$ cat src/hw/rtl/nat_ram.sv
`timescale 1ns / 1ps
// ----------------------------------------------------------------------------
// nat_ram
// Generic single-write, single-read RAM with a registered read port.
// ----------------------------------------------------------------------------
module nat_ram #(
   parameter int DATA_W = 8,
   parameter int DEPTH  = 32
) (
   input  logic                                         clock,
   input  logic                                         wr_en,
   input  logic [((DEPTH > 1) ? $clog2(DEPTH) : 1)-1:0] wr_addr,
   input  logic [DATA_W-1:0]                            wr_data,
   input  logic                                         rd_en,
   input  logic [((DEPTH > 1) ? $clog2(DEPTH) : 1)-1:0] rd_addr,
   output logic [DATA_W-1:0]                            rd_data
);

   logic [DATA_W-1:0] mem [DEPTH];
   logic [DATA_W-1:0] rd_data_ff;

   always_ff @(posedge clock) begin
      if (wr_en) begin
         mem[wr_addr] <= wr_data;
      end
      if (rd_en) begin
         rd_data_ff <= mem[rd_addr];
      end
   end

   assign rd_data = rd_data_ff;

endmodule

$ cat config.mk
export PLATFORM = sky130hd
export DESIGN_NAME = nat_ram
export DESIGN_NICKNAME = d
export VERILOG_FILES = /design/src/hw/rtl/nat_ram.sv
export SDC_FILE = /design/constraint.sdc
export NUM_CORES = 1
export LEC_CHECK = 0
export BUFFER_PORTS_ARGS = -buffer_cell sky130_fd_sc_hd__clkbuf_2
export CORE_ASPECT_RATIO = 0.6
export CORE_MARGIN = 2
export CORE_UTILIZATION = 25
export DETAILED_ROUTE_END_ITERATION = 16
export PLACE_DENSITY = 0.45
export SLEW_MARGIN = 5
export SYNTH_ARGS = -nofsm -noshare
export SYNTH_HDL_FRONTEND = slang
export SYNTH_SLANG_ARGS = --single-unit
$ cat constraint.sdc
create_clock -name clock -period 3.7 [get_ports clock]
set_input_delay 1.11 -clock clock [delete_from_list [all_inputs] [get_ports clock]]
set_output_delay 1.11 -clock clock [all_outputs]
set_load 0.02 [all_outputs]
-- Word-level counts from Yosys, hierarchy flattened
Memory sizes are Yosys's and may differ from the RTL's. A register that Yosys moved wholly into a read port is not among the register bits.
Index checks and enable logic that the tools add are counted.
Widths: inputs -> output; s select.
- mux-type cells: 2
- operator list (cell ; count):
    $mux 1 ; 2
- flip-flop bits (word level): 0
- RAM bits: 256
- output and inout port bits: 8
- memories kept: 1
- memory list (memory ; depth ; width ; read ports ; clocked after Yosys merged registers in ; wr ports ; RTL line ; text):
    mem ; 32 ; 8 ; 1 ; 1 ; 1 ; 19 ; logic [DATA_W-1:0] mem [DEPTH];

-- Depth between registers and ports, before layout
Gate-level depths: netlist (run 1).
- depth after elaboration: 2
- depth in mapped cells: 5
- depth with buffers taken out: 3

-- Least setup slack after synthesis (run 1)
Ideal clock, no wire load.
- path type: input to register
- start point: in rd_addr[2] in the netlist's numbering
- end point: reg rd_data_ff[0] (netlist: rd_data[0]), read port of mem, data pin
- library setup time: 0.260 ns
- data arrival time: 2.792 ns
- data required time: 3.440 ns
- setup slack: 0.648 ns
- stages: 5
- path buffers: 2
- cells stage by stage: clkbuf_1 > clkbuf_1 > mux4_2 > mux4_2 > mux2_2
- RTL lines (what ; RTL line ; text):
    from (decl) ; 15 ; input logic [((DEPTH > 1) ? $clog2(DEPTH) : 1)-1:0] rd_addr,
    to (decl) ; 20 ; logic [DATA_W-1:0] rd_data_ff;

==> impl_metrics.json, run 1 <==
{
  "vdd_drop_max_uv": 269,
  "critPathSlowestCell": "mux4_2",
  "die-area_mm2": 0.0422,
  "max_stage_delay_ns": 0.50,
  "sequentialPowerShare_pct": 55.4,
  "die_x_um": 264,
  "num_rows": 57,
  "finalCritPeriodShare_pct": 74.9,
  "dp_cells": 992,
  "synth.top_cell.area_share_pct": 78.2,
  "rsz0062_at_grt": "false",
  "vias": 4678,
  "wl_per_cell_um": 23.6,
  "ys_top_cells_by_area": "edfxtp_1, mux4_2, nor2_1",
  "power_density_mw_per_mm2": 509,
  "io_pins": 29,
  "power.internal_mw": 4.77,
  "clock_sinks": 264,
  "synth_largest_area_cell": "edfxtp_1",
  "synth-seq-cells": 264,
  "yosysWarnings": 0,
  "max-slew-margin-rel_pct": 45.5,
  "p_comb_share_pct": 5.7,
  "power.share.clock_pct": 38.9,
  "p_sw_share_pct": 21.0,
  "io_buffers": 28,
  "cts_resized": 0,
  "leakage_nw": 3.67,
  "postCtsSetupBuffers": 0,
  "grt_pass1_vias": 4763,
  "hold_path_class": "flip-flop to flip-flop",
  "clk_latency_ns": 0.53,
  "setup_viol": 0,
  "syn_nets": 438,
  "cts.htree.levels": 1,
  "syn_avg_cell_area_um2": 24.3,
  "core_mm2": 0.0402,
  "die_y_um": 160,
  "final_area_mm2": 0.0119,
  "firstDrtPassIters": 5,
  "num-fill-cells": 3930,
  "instances_no_fill": 1034,
  "antenna_found_initial": 4,
  "postCtsHoldBufs": 0,
  "maxCapViolCount": 0,
  "final_common_cell": "edfxtp_1",
  "path_class": "input port to flip-flop",
  "drt_iter0_markers": 498,
  "drive_gt1_share_pct": 37.6,
  "grt_usage_pct": 11.7,
  "path_buf_inv": 3,
  "cts_root_buffer": "clkbuf_16",
  "grt_max_degree": 33,
  "tightest_slew_ns": 0.815,
  "worstPathArrival_ns": 3.04,
  "dp_hpwl_mm": 16.2,
  "path_clk_slew_ns": 0.06,
  "ant_nets": 0,
  "cts_tree": "yes",
  "clock.fmax_mhz": 361,
  "finClkSkew_ns": 0.0189,
  "p_switching_mw": 1.27,
  "path_max_fanout": 27,
  "numCtsBuffers": 24,
  "ys_seq_area_share_pct": 78.2,
  "end_kind": "flip-flop",
  "area_growth_pct": 17.2,
  "cp.required_ns": 3.97,
  "total_power_mw": 6.05,
  "crit_family": "multiplexers",
  "drc": 0,
  "n_antenna_cell": 0,
  "nets": 508,
  "syn_area_mm2": 0.0101,
  "via_per_inst": 4.52,
  "finalHoldViolCount": 0,
  "grt_overflow": 0,
  "cp-start-kind": "input port",
  "placed_cell_area_mm2": 0.0112,
  "period_needed_ns": 2.77,
  "clockBufferDepth": 3,
  "synth_cell_types": 14,
  "globalplace.congestion": 0.714,
  "start_util_pct": 25.2,
  "tns_ns": 0,
  "cp_cell_sequence": "buf_4, buf_12, buf_4, mux4_2, mux4_2, mux2_2",
  "slew_viol_final": 0,
  "synthCells": 417,
  "totalWireLength_mm": 24.4,
  "most-common-layout-cells": "edfxtp_1, mux4_2, nor2_1, buf_4, clkbuf_2",
  "grt_pass1_wl_mm": 35.4,
  "status": "complete, no violations"
}
sequential cells by signal, indices dropped and copies added (netlist names):
signal / cells
mem: 256
rd_data: 8
synthesized netlist by cell type:
cell / n
edfxtp_1: 264
mux4_2: 80
nor2_1: 33
mux2_2: 8
buf_1: 6
buf_4: 6
clkbuf_1: 6
nand3b_1: 5
or3b_2: 3
nand3_1: 2
buf_2: 1
buf_6: 1
nand2_1: 1
or3_1: 1
path summary, 6_finish.rpt:
check / start / to / slack, ns / depth (start not counted)
max: rd_addr[0] / rd_data[2] / 0.93 / 6
min: mem[6][1] / rd_data[1] / 0.98 / 3
max reg2reg: mem[29][4] / rd_data[4] / 1.68 / 3
min reg2reg: mem[6][1] / rd_data[1] / 0.98 / 3
worst register-to-register path, delay by kind of cell, from the launching register on:
| kind | cells | cell delay, ns |
|---|---|---|
| muxes | 3 | 1.40 |
| DFF | 1 | 0.36 |
per-layer routing:
metal | vias up | routed length, um | global-route usage (%)
met5 | - | 0 | 0
met4 | 0 | 325 | 1.58
met3 | 33 | 1390 | 2.64
met2 | 147 | 9840 | 15.6
met1 | 2571 | 12800 | 19.5
li1 | 1927 | - | -
kinds of logic (layout without fill, tap and decap cells):
kind of cell	count (synthesis)	count (layout)	synth area share (%)
buffers and inverters	20	106	1.05
DFF	264	264	78.2
muxes	88	88	18.7
and+or+nand+nor	45	45	2.05
power groups by stage:
stage | clock network [mW] | registers (mW) | logic (mW)
floorplan | 0 | 3.42 | 0.177
global placement | 0 | 3.41 | 0.345
detailed placement | 0 | 3.42 | 0.351
CTS | 2.42 | 3.35 | 0.352
global route | 2.54 | 3.35 | 0.369
finish | 2.35 | 3.35 | 0.343
stage by stage:
step           setup WS (ns)  hold WS [ns]  utilization [%]
2_1_floorplan          0.648         0.941                -
3_3_place_gp           0.385         0.975             27.7
3_5_place_dp           0.361         0.976             27.7
4_1_cts                0.912         0.991             29.5
5_1_grt                0.868          1.01             29.5
6_report               0.930         0.983             29.5
area by class of cell:
type	instances	area, um^2	share of cell area (%)
sequential	264	7930	66.7
multi-input combinational	133	2100	17.7
tap	531	664	5.59
clock buffer	28	637	5.36
timing repair buffer	64	463	3.90
clock inverter	14	88.8	0.748
(Power assumes the default switching activity.)
==> inputs of run 2 (changes only) <==
Clock period 3.7 ns to 2.6 ns, I/O delays scaled along.
==> run 2 against run 1 <==
Total power increased by 45%. Via count grew 0.13%. Worst setup slack got worse by 0.67 ns. Clock-buffer cell count rose by 1. Clock skew shrank 0.0072 ns. Global-route usage grew 0.29 points. Utilization up 0.42 points. Critical endpoint is now rd_data[6]. Largest cell class unchanged. Largest power group unchanged.
==> impl_metrics.json, run 2 (synthesized netlist as in run 1, its figures left out) <==
{
  "grt_pass1_vias": 4765,
  "ant_nets": 0,
  "most-common-layout-cells": "edfxtp_1, mux4_2, buf_4",
  "leakage_nw": 3.77,
  "slew_viol_final": 0,
  "clk_latency_ns": 0.53,
  "numCtsBuffers": 25,
  "postCtsSetupBuffers": 0,
  "dp_cells": 1009,
  "drive_gt1_share_pct": 39.3,
  "cp_cell_sequence": "buf_4, buf_4, mux4_2, mux4_2, mux2_2",
  "setup_slack_ns": 0.262,
  "pre_cts_slack_ns": -0.300,
  "antenna_found_initial": 2,
  "n_antenna_cell": 0,
  "grt_usage_pct": 12.0,
  "status": "complete, no violations",
  "crit_start": "rd_addr[0]",
  "finalCritPeriodShare_pct": 89.9,
  "start_util_pct": 25.2,
  "r2r_start": "mem[21][1]",
  "p_comb_share_pct": 5.8,
  "r2r_cells": 3,
  "power.internal_mw": 6.91,
  "endpoint": "rd_data[6]",
  "max_stage_delay_ns": 0.58,
  "grt_pass1_wl_mm": 35.9,
  "largest_reg_flops": 256,
  "max-slew-margin-rel_pct": 47.4,
  "totalWireLength_mm": 25.1,
  "core_mm2": 0.0402,
  "regArea_mm2": 0.00793,
  "path_class": "input port to flip-flop",
  "grt_max_degree": 34,
  "cp-start-kind": "input port",
  "multi_input_area_mm2": 0.00210,
  "nets": 526,
  "setup_viol": 0,
  "die_y_um": 160,
  "path_buf_inv": 2,
  "p_sw_share_pct": 20.9,
  "path_clk_slew_ns": 0.06,
  "cts_root_buffer": "clkbuf_16",
  "vias": 4684,
  "final_common_cell": "edfxtp_1",
  "clock_sinks": 264,
  "path_max_fanout": 9,
  "firstDrtPassIters": 5,
  "final_area_mm2": 0.0121,
  "grt.met3_usage_pct": 2.91,
  "area_growth_pct": 18.9,
  "die_x_um": 264,
  "globalRouteMet1Util_pct": 19.2,
  "io_buffers": 28,
  "io_pins": 29,
  "cts_tree": "yes",
  "die-area_mm2": 0.0422,
  "cp.required_ns": 2.88,
  "drc": 0,
  "postCtsHoldBufs": 0,
  "drt_iter0_markers": 579,
  "grt_overflow": 0,
  "wl_per_cell_um": 23.9,
  "reg2reg_slack_ns": 0.63,
  "power.share.clock_pct": 39.6,
  "maxCapViolCount": 0,
  "num_rows": 57,
  "finClkSkew_ns": 0.0117,
  "clockBufferDepth": 3,
  "end_kind": "flip-flop",
  "grtUsageMet2_pct": 16.7,
  "power_density_mw_per_mm2": 725,
  "globalplace.congestion": 0.733,
  "cts.htree.levels": 1,
  "instances_no_fill": 1052,
  "placed_cell_area_mm2": 0.0113,
  "grt_busiest_layer": "met1",
  "hold_path_class": "input port to flip-flop",
  "finalHoldViolCount": 0,
  "postLayoutCoreUtil_pct": 30.0,
  "worstPathArrival_ns": 2.62,
  "critical_path_cell_count": 5,
  "sequentialPowerShare_pct": 54.6,
  "total_power_mw": 8.74,
  "rr_endpoint": "rd_data[1]",
  "tightest_slew_ns": 0.788,
  "period_needed_ns": 2.34,
  "critPathSlowestCell": "mux4_2",
  "dp_hpwl_mm": 16.7,
  "cts_resized": 0,
  "vdd_drop_max_uv": 408,
  "via_per_inst": 4.45,
  "regMostFlops": "mem",
  "p_switching_mw": 1.83,
  "clock.fmax_mhz": 428,
  "num-fill-cells": 3908,
  "rsz0062_at_grt": "false",
  "crit_family": "multiplexers"
}
run 2: cell type report:
| cell class | count | area share [%] |
|---|---|---|
| clock inverter | 14 | 0.955 |
| sequential | 264 | 65.8 |
| multi-input combinational | 133 | 17.4 |
| tap | 531 | 5.51 |
| clock buffer | 29 | 5.32 |
| timing repair buffer | 81 | 5.00 |
run 2: worst reg2reg max path: cells and delay by family, from the launching register on:
kind,cells,cell delay [ns]
multiplexers,3,1.37
flip-flops,1,0.35
run 2: per-layer routing:
layer / part of all wire, % / wire (um)
met1: 51 / 12700
met2: 41 / 10400
met3: 6.8 / 1700
met4: 1.2 / 312
met5: 0 / 0
run 2: per-stage QoR:
step / hold WS (ns) / TNS (ns)
after detailed placement: 0.975 / -1.98
after global routing: 0.654 / 0
final: 0.649 / 0
after floorplan: 0.879 / 0
after CTS: 0.640 / 0
after global placement: 0.983 / -2.01
run 2: power by group through the flow:
stage / clock, mW / combinational (mW) / sequential, mW
floorplan: 0 / 0.254 / 4.87
global placement: 0 / 0.511 / 4.86
detailed placement: 0 / 0.516 / 4.86
CTS: 3.56 / 0.518 / 4.77
global route: 3.71 / 0.548 / 4.77
finish: 3.46 / 0.507 / 4.77
run 2: how the worst min path moves through the flow:
stage / cells past startpoint / endpoint / slack [ns] / start
2_1_floorplan: 0 / mem[0][0] / 0.88 / wr_data[0]
3_3_place_gp: 3 / rd_data[2] / 0.98 / mem[7][2]
4_1_cts: 1 / rd_data[0] / 0.64 / rd_en
6_report: 1 / rd_data[0] / 0.65 / rd_en
3_5_place_dp: 3 / rd_data[2] / 0.97 / mem[6][2]
5_1_grt: 1 / rd_data[0] / 0.65 / rd_en
